<file path="src/hw/rtl/oqc_pkg.sv">
`timescale 1ns / 1ps
// ----------------------------------------------------------------------------
// oqc_pkg
// Shared types and constants for the ordered queue with cursor.
// ----------------------------------------------------------------------------
package oqc_pkg;

    localparam int DEPTH_DEF      = 16;
    localparam int DATA_WIDTH_DEF = 32;
    localparam int KIND_W         = 3;
    localparam int STATUS_W       = 2;

    typedef enum logic [KIND_W-1:0] {
        K_ENQUEUE    = 3'd0,
        K_DEQUEUE    = 3'd1,
        K_CUR_RESET  = 3'd2,
        K_CUR_FRONT  = 3'd3,
        K_CUR_BACK   = 3'd4,
        K_READ       = 3'd5,
        K_INSERT     = 3'd6,
        K_DELETE     = 3'd7
    } t_kind;

    typedef enum logic [STATUS_W-1:0] {
        ST_OK    = 2'd0,
        ST_EMPTY = 2'd1,
        ST_NULL  = 2'd2,
        ST_FULL  = 2'd3
    } t_status;

    typedef struct packed {
        logic take_din;
        logic take_left;
        logic take_right;
    } t_cell_op;

endpackage

</file>
<file path="src/hw/rtl/ordered_queue_with_cursor_top.sv">
`timescale 1ns / 1ps
// ----------------------------------------------------------------------------
// ordered_queue_with_cursor_top
// Bounded ordered queue with one cursor, kept in a shifting chain of cells.
// ----------------------------------------------------------------------------
// Usage:
//   Slave channel (s_t*): one operation per word. s_tuser carries the kind
//   (enqueue, dequeue, cursor reset/step, read, insert, delete), s_tdata the
//   word for enqueue or insert.
//   Master channel (m_t*): exactly one result word per operation, holding the
//   word read, a status code, the cursor neighbor flags and the occupancy.
//   Output: the result is registered and presented in the cycle after the operation is taken.
//   Throughput: one operation per cycle unless a result is stalled; all
//   cells of the chain shift or load in parallel, so insert and delete at
//   any place happen at once. Cursor read: a one-hot select across all cells.
//   Stall: a result waiting in the output register is held while m_tready is
//   low; s_tready drops until it is taken, and is high again in the cycle it
//   is taken.
//   Reset (i_rst_n low, synchronous): queue empty, cursor null, no result
//   pending. Cell contents are not cleared; only filled cells are ever read.
// ----------------------------------------------------------------------------
module ordered_queue_with_cursor_top
    import oqc_pkg::*;
#(
    parameter int DEPTH      = DEPTH_DEF,
    parameter int DATA_WIDTH = DATA_WIDTH_DEF,
    localparam int PTR_W     = (DEPTH > 1) ? $clog2(DEPTH) : 1,
    localparam int CNT_W     = $clog2(DEPTH + 1),
    localparam int IN_W      = ((DATA_WIDTH + 7) / 8) * 8,
    localparam int OUT_RAW_W = DATA_WIDTH + STATUS_W + 2 + CNT_W,
    localparam int OUT_W     = ((OUT_RAW_W + 7) / 8) * 8
) (
    input  logic              i_clk,
    input  logic              i_rst_n,
    input  logic              s_tvalid,
    output logic              s_tready,
    input  logic [IN_W-1:0]   s_tdata,  // data_in
    input  logic [KIND_W-1:0] s_tuser,  // kind
    output logic              m_tvalid,
    input  logic              m_tready,
    output logic [OUT_W-1:0]  m_tdata   // data_out, status, has_toward_front,
                                        // has_toward_back, occupancy
);

    logic [DATA_WIDTH-1:0] w_cell [DEPTH];
    t_cell_op              w_op   [DEPTH];

    logic                  r_mvalid;
    logic [OUT_W-1:0]      r_mdata;
    logic [CNT_W-1:0]      r_count;
    logic [PTR_W-1:0]      r_pos;
    logic                  r_valid;

    logic [CNT_W-1:0]      n_count;
    logic [PTR_W-1:0]      n_pos;
    logic                  n_valid;

    logic                  accept;
    t_kind                 kind;
    logic [DATA_WIDTH-1:0] din;
    logic                  full;
    logic [CNT_W-1:0]      pos_ext;
    logic [CNT_W-1:0]      cnt_dec;
    logic                  ins;
    logic                  rem;
    logic [PTR_W-1:0]      idx;
    t_status               status;
    logic [DATA_WIDTH-1:0] dout;
    logic [DATA_WIDTH-1:0] cur_word;
    logic                  has_front;
    logic                  has_back;
    logic [OUT_RAW_W-1:0]  result;

    assign accept   = s_tvalid && s_tready;
    assign s_tready = !r_mvalid || m_tready;
    assign kind     = t_kind'(s_tuser);
    assign din      = s_tdata[DATA_WIDTH-1:0];
    assign full     = (r_count == CNT_W'(DEPTH));
    assign pos_ext  = CNT_W'(r_pos);
    assign cnt_dec  = r_count - CNT_W'(1);

    // word under the cursor
    always_comb begin
        cur_word = '0;
        for (int i = 0; i < DEPTH; i++) begin
            cur_word = cur_word | (w_cell[i] & {DATA_WIDTH{r_pos == PTR_W'(i)}});
        end
    end

    always_comb begin
        n_count = r_count;
        n_pos   = r_pos;
        n_valid = r_valid;
        ins     = 1'b0;
        rem     = 1'b0;
        idx     = '0;
        status  = ST_OK;
        dout    = '0;
        case (kind)
            K_ENQUEUE: begin
                if (full) begin
                    status = ST_FULL;
                end else begin
                    ins     = 1'b1;
                    idx     = r_count[PTR_W-1:0];
                    n_count = r_count + CNT_W'(1);
                end
            end
            K_DEQUEUE: begin
                if (r_count == '0) begin
                    status = ST_EMPTY;
                end else begin
                    dout    = w_cell[0];
                    rem     = 1'b1;
                    n_count = cnt_dec;
                    if (r_valid) begin
                        if (r_pos == '0) begin
                            n_valid = 1'b0;
                        end else begin
                            n_pos = r_pos - PTR_W'(1);
                        end
                    end
                end
            end
            K_CUR_RESET: begin
                if (r_count == '0) begin
                    n_valid = 1'b0;
                    n_pos   = '0;
                end else begin
                    n_valid = 1'b1;
                    n_pos   = cnt_dec[PTR_W-1:0];
                end
            end
            K_CUR_FRONT: begin
                if (!r_valid) begin
                    status = ST_NULL;
                end else if (r_pos == '0) begin
                    n_valid = 1'b0;
                end else begin
                    n_pos = r_pos - PTR_W'(1);
                end
            end
            K_CUR_BACK: begin
                if (!r_valid) begin
                    status = ST_NULL;
                end else if ((pos_ext + CNT_W'(1)) >= r_count) begin
                    n_valid = 1'b0;
                end else begin
                    n_pos = r_pos + PTR_W'(1);
                end
            end
            K_READ: begin
                if (!r_valid) begin
                    status = ST_NULL;
                end else begin
                    dout = cur_word;
                end
            end
            K_INSERT: begin
                if (full) begin
                    status = ST_FULL;
                end else begin
                    ins     = 1'b1;
                    n_count = r_count + CNT_W'(1);
                    if (!r_valid || r_count == '0) begin
                        idx = r_count[PTR_W-1:0];
                    end else begin
                        idx = r_pos + PTR_W'(1);
                    end
                end
            end
            K_DELETE: begin
                if (!r_valid) begin
                    status = ST_NULL;
                end else begin
                    rem     = 1'b1;
                    idx     = r_pos;
                    n_count = cnt_dec;
                    if (cnt_dec == '0) begin
                        n_valid = 1'b0;
                        n_pos   = '0;
                    end else if (pos_ext >= cnt_dec) begin
                        n_pos = PTR_W'(cnt_dec - CNT_W'(1));
                    end
                end
            end
            default: begin
                status = ST_OK;
            end
        endcase
    end

    assign has_front = n_valid && (n_pos != '0);
    assign has_back  = n_valid && ((CNT_W'(n_pos) + CNT_W'(1)) < n_count);
    assign result    = {n_count, has_back, has_front, status, dout};

    generate
        for (genvar g = 0; g < DEPTH; g++) begin : g_cell
            localparam logic [PTR_W-1:0] CIDX = PTR_W'(g);
            localparam int LEFT  = (g == 0) ? 0 : g - 1;
            localparam int RIGHT = (g == DEPTH - 1) ? DEPTH - 1 : g + 1;

            assign w_op[g].take_din   = accept && ins && (CIDX == idx);
            assign w_op[g].take_left  = accept && ins && (CIDX > idx);
            assign w_op[g].take_right = accept && rem && (CIDX >= idx);

            oqc_cell #(
                .DATA_WIDTH (DATA_WIDTH)
            ) u_cell (
                .i_clk   (i_clk),
                .i_op    (w_op[g]),
                .i_din   (din),
                .i_left  (w_cell[LEFT]),
                .i_right (w_cell[RIGHT]),
                .o_data  (w_cell[g])
            );
        end
    endgenerate

    always_ff @(posedge i_clk) begin
        if (!i_rst_n) begin
            r_count  <= '0;
            r_pos    <= '0;
            r_valid  <= 1'b0;
            r_mvalid <= 1'b0;
        end else begin
            if (accept) begin
                r_count  <= n_count;
                r_pos    <= n_pos;
                r_valid  <= n_valid;
                r_mvalid <= 1'b1;
            end else if (m_tready) begin
                r_mvalid <= 1'b0;
            end
        end
    end

    always_ff @(posedge i_clk) begin
        if (accept) begin
            r_mdata <= OUT_W'(result);
        end
    end

    assign m_tvalid = r_mvalid;
    assign m_tdata  = r_mdata;

endmodule

</file>
<file path="src/hw/rtl/oqc_cell.sv">
`timescale 1ns / 1ps
// ----------------------------------------------------------------------------
// oqc_cell
// One storage cell of the shifting chain: holds, loads a new word, or takes
// the word of its neighbor on either side.
// ----------------------------------------------------------------------------
module oqc_cell
    import oqc_pkg::*;
#(
    parameter int DATA_WIDTH = DATA_WIDTH_DEF
) (
    input  logic                  i_clk,
    input  t_cell_op              i_op,
    input  logic [DATA_WIDTH-1:0] i_din,
    input  logic [DATA_WIDTH-1:0] i_left,
    input  logic [DATA_WIDTH-1:0] i_right,
    output logic [DATA_WIDTH-1:0] o_data
);

    logic [DATA_WIDTH-1:0] r_data;
    logic [DATA_WIDTH-1:0] n_data;

    always_comb begin
        if (i_op.take_din) begin
            n_data = i_din;
        end else if (i_op.take_left) begin
            n_data = i_left;
        end else if (i_op.take_right) begin
            n_data = i_right;
        end else begin
            n_data = r_data;
        end
    end

    always_ff @(posedge i_clk) begin
        r_data <= n_data;
    end

    assign o_data = r_data;

endmodule

</file>
<file path="config.mk">
export PLATFORM = sky130hd
export DESIGN_NAME = ordered_queue_with_cursor_top
export DESIGN_NICKNAME = d
export VERILOG_FILES = /design/src/hw/rtl/oqc_pkg.sv /design/src/hw/rtl/ordered_queue_with_cursor_top.sv /design/src/hw/rtl/oqc_cell.sv
export SDC_FILE = /design/constraint.sdc
export NUM_CORES = 1
export LEC_CHECK = 0
export BUFFER_PORTS_ARGS = -buffer_cell sky130_fd_sc_hd__buf_2
export CAP_MARGIN = 20
export CELL_PAD_IN_SITES_DETAIL_PLACEMENT = 1
export CELL_PAD_IN_SITES_GLOBAL_PLACEMENT = 1
export CORE_ASPECT_RATIO = 0.5
export CORE_MARGIN = 8
export CORE_UTILIZATION = 28
export DETAILED_ROUTE_END_ITERATION = 10
export HOLD_SLACK_MARGIN = 0.1
export PLACE_DENSITY = 0.56
export SLEW_MARGIN = 20
export SYNTH_ARGS = -nofsm -noshare
export SYNTH_HDL_FRONTEND = slang
export SYNTH_SLANG_ARGS = --single-unit
</file>
<file path="constraint.sdc">
create_clock -name i_clk -period 10.8 [get_ports i_clk]
set_clock_uncertainty 0.2 [all_clocks]
set_input_delay 0.54 -clock i_clk [delete_from_list [all_inputs] [get_ports i_clk]]
set_output_delay 0.54 -clock i_clk [all_outputs]
set_load 0.05 [all_outputs]
</file>
==> metrics.md, run 1 <==
| Metric | Value |
|---|---|
| Status | finished, final reports clean |
| Most frequent cells in the layout | 553 x edfxtp_1, 397 x nand2_1, 345 x nor2_1 |
| # setup viols final | 0 |
| Simple-Gate Fraction of Synth Area | between 10% and 20% |
| Clock tree sinks | ~560 |
| Crit path depth | 13 |
| FMAX | 159 MHz |
| H-tree depth | 2 |
| Crit path max fanout | 39 |
| Maximum clock insertion buffer count | 3 |
| Setup TNS Final | 0 ns |
| NumNets Final | between 3000 and 4000 |
| Die height | 254 um |
| Synth Area in XOR/XNOR | less than 1% |
| Synth top area cells | edfxtp_1 53%, mux2i_1 6.1%, nand2_1 4.8% |
| Full die area | 125000 um^2 |
| EDFF count, synth | 553 |
| Grt total ovfl | 0 |
| HP Class | in2reg |
| CTS root buffer | clkbuf_16 |
| DR iter-0 viols | 3798 |
| Final WL | approximately 150000 um |
| CTS buffer count | 60 |
| Vias/cell | 6.10 |
| Max Slew Vio Count | 0 |
| Worst vdd ir | 0.137 mV |
| Hold Vio Cnt, Final | 0 |
| Finished Core Util | 31.8% |
| Final worst path period share | about three fifths |
| Total iterations of the first detailed-routing run | 9 |
| Syn Inst Count | 3061 |
| Mux cell area share after synthesis | 8.56% |
| Initial Util | 28.1% |
| WP buf/inv | 5 |
| Worst slack, placed | 4.50 ns |
| Crit. Startpoint | r_count[0] |
| Synth Area in Compound Gates | 20.1% |
| Number of remaining DRC errors | 0 |
| CTS tree | yes |
| Post-Syn Area | ~32000 um^2 |
| Site Rows | between 80 and 90 |
| Worst-Margin Slew | approximately 1.2 ns |
| Post-CTS Resized | 0 |
| Initial antenna violation count | 4 |
| Synth Area in Adders | approximately 1.2% |
| Worst reg2reg path depth | 13 |
| I/O Buffers | 81 |
| Most common flop cell mapped by yosys | edfxtp_1 |
| Reg-to-reg setup timing slack | ~4.5 ns |
| Final ANT Viol Nets | 0 |
| CP arrival | 6.43 ns |
| WP data required | 10.94 ns |
| Main combinational cell family by area after synthesis | compound AO/OA/AOI/OAI gates |
| Hold wc startpoint | s_tdata[27] |
| Reg area | 16800 um^2 |
| Most used cell along the critical path | buf_4 |
| Asr flop ratio synth | 0% |
| Period minus WS final | 6.28 ns |
| CP Launch Type | flip-flop |
| Largest net degree at the start of global routing | 70 |
| Crit path to | g_cell[6].u_cell.o_data[30] |
| Routability cong. | 0.847 |
| Max Cap Viol | 0 |
| Num ports | 89 |
| Cell breakdown of the critical path | inv_1, ha_1, nor4b_4, inv_2, a21oi_1, o21ai_0, a311oi_4, buf_4, nand2_4, nor2_4, buf_4, nor2_4, buf_4 |
| GRT Total Usage | 22.5% |
| Die Wd | 491 um |
| Worst r2r dst | g_cell[6].u_cell.o_data[30] |
| Area Overhead vs Synth | 12.9% |
| Fin worst setup slack | 4.52 ns |
| Buffer count from post-CTS setup fixing | 0 |
| Crit path max-delay family | buffers and inverters |
| Synth cell types | 76 |
| Sequential fraction of the synthesis area | between 50% and 60% |
| Core Region | approximately 110000 um^2 |
| Avg WL per Cell | 32.3 um |
| # fillers | around 13000 |
| Vias in the first global route | 27184 |
| CP Capture Type | flip-flop |
| Leakage Power | 12.7 nW |
| Slew HR | 22.8% |
| Clock Pin Slew Worst Setup and Hold Paths | 0.07 ns |
| Multi-input logic area | 13700 um^2 |
| Layout cells sized above 1 | 12.8% |
| Critical path class | reg2reg |
| RSZ-0062 raised after global routing | false |
| P per Cell Area | between 150 and 200 nW/um^2 |
| Worst skew pair latency | 0.68 ns |
| Critical path's largest stage delay | about 0.74 ns |
| Largest area contributor in the netlist | edfxtp_1 |
| Most common cell after layout, fill and taps aside | edfxtp_1 |
| Avg Inst Size Synth | 10.3 um^2 |
| Final HPWL DP | 81100 um |
| Via Count | about 28000 |
| CP max stage cell | nor2_4 |
| Synthesis-stage register bit count | 564 |
| Yosys top cell area share | a little over half |
| First-pass GRT wire length | 207000 um |
| Yosys warnings | 0 |
| R2r startpoint | r_count[0] |
[through the flow]
step | total power [mW] | instances | area [um^2] | hold WS, ns
after floorplan | 3.16 | 3067 | 31600 | 0.309
after global placement | 3.47 | 4439 | 33500 | 0.318
after detailed placement | 3.49 | 4439 | 33500 | 0.347
after CTS | 5.82 | 4555 | 35700 | 0.140
after global routing | 5.96 | 4557 | 35700 | 0.188
final | 5.80 | 4557 | 35700 | 0.190
[cell type report]
type                    count  share of cell area (%)
well taps                1513                    5.30
multi-input cells        2156                    38.3
clock buffers              68                    4.29
repair buffers            152                    2.69
flip-flops and latches    564                    47.1
clock inverters            45                    1.68
inverters                  58                   0.621
diodes                      1                 0.00701
[state kept, by name (all words and copies together), names as in the netlist]
signal and count:
r_count 5, r_valid 1, m_tvalid 1, m_tdata 41, g_cell.u_cell.o_data 512, r_pos 4
[worst min-delay path by stage]
stage                                       end  slack (ns)  cells after the start
global placement                       m_tvalid        0.32                      2
finish              g_cell[6].u_cell.o_data[27]        0.19                      3
floorplan                           m_tdata[15]        0.31                      2
CTS                 g_cell[6].u_cell.o_data[13]        0.14                      3
detailed placement                     m_tvalid        0.35                      2
global route         g_cell[4].u_cell.o_data[7]        0.19                      3
[worst min-delay path, cell delays in order]
cell and delay, ns:
buf_2 0.21, nand2_1 0.09, o21ai_0 0.07
[Yosys cell counts (14+ instances only)]
cell        n
inv_1      56
nor2_1    355
a31oi_1   135
buf_1      20
nand2_1   406
buf_4      14
clkbuf_1  201
o21ai_0   113
nand3_1    19
ha_1       28
o22ai_1   104
mux2_2     68
and3_1     14
nand4_1    36
mux2i_1   194
buf_2      43
a21oi_1   217
a222oi_1   43
a22o_1    113
a22oi_1    70
edfxtp_1  553
a221oi_1   78
[where the power goes]
group	internal, mW	switching (mW)
combinational	0.236	0.560
clock	1.33	0.996
sequential	2.57	0.104
total	4.14	1.66
[routing by layer]
layer,GRT usage (%),part of all wire (%)
met1,32.4,44
met2,33.2,42
met5,0,0.018
met3,5.03,11
met4,7.62,3.6
[logic make-up (layout without fill, tap and decap cells)]
group | after synthesis | count (layout)
other | 1 | 8
buffers and inverters | 347 | 323
DFF | 564 | 564
adders and majority gates | 30 | 30
and+or+nand+nor | 903 | 903
xor gates and xnor gates | 10 | 10
AOI/OAI and AO/OA | 944 | 944
muxes | 262 | 262
[timing repair]
item,in CTS,in global routing
endpoints found under the hold margin,11,0
hold buffers,3,0
setup endpoints to repair,0,0
No activity file was read; power rests on OpenSTA's default activity.
==> run 2, diff against run 1 <==
- clock period: 10.8 -> 6.4 ns (I/O delays scaled with it)
==> run 2 against run 1 <==
Combinational power is 73% higher. Critical path depth is 1 lower. Sequential power increased by 69%. Flip-flop and latch count stayed put. Count of clock-buffer cells in the layout grew 2. Final cell count grew 0.86%. Critical endpoint is now g_cell[10].u_cell.o_data[20]. Via count grew 1.3%. Global-route usage is 0.22 points higher. Design area up 0.85%.
==> metrics.md, run 2 (same netlist as run 1, synthesis figures left out) <==
| Metric | Value |
|---|---|
| Most used cell along the critical path | a31oi_1 (was buf_4) |
| Period minus WS final | 5.22 ns (was 6.28 ns) |
| NumNets Final | 3101 (was 3059) |
| Crit path max fanout | 20 (was 39) |
| FMAX | 191 MHz (was 159 MHz) |
| GRT Total Usage | 22.7% (was 22.5%) |
| Flop pwr share | 47.3% (was 46.1%) |
| Vias/cell | 6.12 (was 6.10) |
| Site Rows | 87 (unchanged) |
| Max Cap Viol | 0 (unchanged) |
| Largest net degree at the start of global routing | 97 (was 70) |
| Die height | 254 um (unchanged) |
| Antenna Diode Count | 0 (was 1) |
| Avg WL per Cell | 32.5 um (was 32.3 um) |
| Total iterations of the first detailed-routing run | 7 (was 9) |
| Initial Util | 28.1% (unchanged) |
| Full die area | 125000 um^2 (unchanged) |
| Final WL | 149000 um (was 147000 um) |
| Max Slew Vio Count | 0 (unchanged) |
| Cell breakdown of the critical path | inv_1, ha_1, nor4b_4, inv_2, a31oi_1, o21ai_1, and2_0, a21oi_4, and2_2, buf_4, nand2_1, a31oi_1 (was inv_1, ha_1, nor4b_4, inv_2, a21oi_1, o21ai_0, a311oi_4, buf_4, nand2_4, nor2_4, buf_4, nor2_4, buf_4) |
| Num ports | 89 (unchanged) |
| Clock Pin Slew Worst Setup and Hold Paths | 0.07 ns (about the same) |
| Routability cong. | 0.840 (was 0.847) |
| H-tree depth | 2 (unchanged) |
| Final ANT Viol Nets | 0 (unchanged) |
| Hold Vio Cnt, Final | 0 (unchanged) |
| Finished Core Util | 32.0% (was 31.8%) |
| Dpl cells | 4451 (was 4439) |
| Critical path's largest stage delay | 0.83 ns (was 0.74 ns) |
| Critical path class | reg2reg (unchanged) |
| Most frequent cells in the layout | 553 x edfxtp_1, 397 x nand2_1, 345 x nor2_1 (unchanged) |
| Worst vdd ir | 0.221 mV (was 0.137 mV) |
| Maximum clock insertion buffer count | 3 (unchanged) |
| Number of remaining DRC errors | 0 (unchanged) |
| CTS tree | yes (unchanged) |
| P_int | 6.75 mW (was 4.14 mW) |
| WP buf/inv | 3 (was 5) |
| DR iter-0 viols | 4261 (was 3798) |
| Status | finished, final reports clean (unchanged) |
| CTS buffer count | 59 (was 60) |
| Crit path depth | 12 (was 13) |
| Grt total ovfl | 0 (unchanged) |
| Setup TNS Final | 0 ns (unchanged) |
| Combinational Power Share | 14.5% (was 13.7%) |
| Via Count | 28145 (was 27792) |
| Leakage Power | 12.9 nW (was 12.7 nW) |
| Multi-input logic area | 13700 um^2 (unchanged) |
| CP Capture Type | flip-flop (unchanged) |
| Final worst path period share | 81.6% (was 58.2%) |
| Switch share | 29.2% (was 28.7%) |
| RSZ-0062 raised after global routing | false (unchanged) |
| CP max stage cell | and2_2 (was nor2_4) |
| Area Overhead vs Synth | 13.8% (was 12.9%) |
| P per Cell Area | 265 nW/um^2 (was 162 nW/um^2) |
| Layout cells sized above 1 | 12.7% (was 12.8%) |
| Post-CTS Resized | 0 (unchanged) |
| Reg area | 16800 um^2 (unchanged) |
| Worst reg2reg path depth | 12 (was 13) |
| # fillers | 12505 (was 12595) |
| CTS root buffer | clkbuf_16 (unchanged) |
| Sw power | 2.78 mW (was 1.66 mW) |
| Vias in the first global route | 27311 (was 27184) |
| Buffer count from post-CTS setup fixing | 0 (unchanged) |
| Cts hold-fix bufs | 35 (was 3) |
| Final HPWL DP | 84400 um (was 81100 um) |
| HP Class | in2reg (unchanged) |
| First-pass GRT wire length | 209000 um (was 207000 um) |
| # setup viols final | 0 (unchanged) |
| Total Power | 9.52 mW (was 5.80 mW) |
| CP arrival | 5.52 ns (was 6.43 ns) |
| I/O Buffers | 81 (unchanged) |
| Crit path max-delay family | simple AND/OR/NAND/NOR gates (was buffers and inverters) |
| Worst-Margin Slew | 1.21 ns (was 1.16 ns) |
| WP data required | 6.69 ns (was 10.94 ns) |
| Initial antenna violation count | 4 (unchanged) |
| Clock tree sinks | 564 (unchanged) |
| Worst skew pair latency | 0.67 ns (was 0.68 ns) |
| Clock power share | 38.1% (was 40.2%) |
| Final std cells w/o fill | 4596 (was 4557) |
| Max FFs per register | 512 (unchanged) |
| Most common cell after layout, fill and taps aside | edfxtp_1 (unchanged) |
| Core Region | 112000 um^2 (unchanged) |
| CP Launch Type | flip-flop (unchanged) |
| Die Wd | 491 um (unchanged) |
| WHS Path Cells | 3 (unchanged) |
| Slew HR | 19.1% (was 22.8%) |
==> run 2: path summary, 6_finish.rpt <==
path,startpoint,slack [ns],end
max,r_count[0],1.18,g_cell[10].u_cell.o_data[20]
min,s_tuser[1],0.16,m_tdata[33]
max reg2reg,r_count[0],1.18,g_cell[10].u_cell.o_data[20]
min reg2reg,g_cell[0].u_cell.o_data[28],0.37,m_tdata[28]
==> run 2: tightest hold or removal path, cell delays in order <==
cell and delay [ns]:
buf_2 0.21, a21oi_1 0.19, o22ai_1 0.12
==> run 2: power groups by stage <==
stage               sequential, mW  combinational [mW]  clock, mW
finish                        4.51                1.38       3.63
global route                  4.52                1.45       3.81
CTS                           4.50                1.35       3.68
detailed placement            4.58                1.33          0
global placement              4.58                1.30          0
floorplan                     4.57               0.765          0
==> run 2: per-layer routing <==
layer / GRT usage [%] / vias to the layer above / wire [um] / share of wire (%)
li1: - / 11591 / - / -
met4: 6.82 / 6 / 4770 / 3.2
met3: 4.76 / 314 / 17000 / 11
met5: 0 / - / 44 / 0.029
met1: 33.1 / 14440 / 65200 / 44
met2: 33.7 / 1794 / 62200 / 42
==> run 2: cell type report <==
class	instances	share of cell area, %
inverters	58	0.619
well taps	1513	5.26
clock inverters	40	1.10
clock buffers	70	4.28
multi-input cells	2156	37.9
flip-flops and latches	564	46.7
repair buffers	195	4.06
==> run 2: metrics by stage <==
step	hold slack [ns]	instance area, um^2	worst slack (ns)
floorplan	0.259	31600	0.407
global placement	0.317	33700	1.42
detailed placement	0.343	33700	1.39
CTS	0.113	36000	1.35
global route	0.155	36000	1.02
finish	0.162	36000	1.18
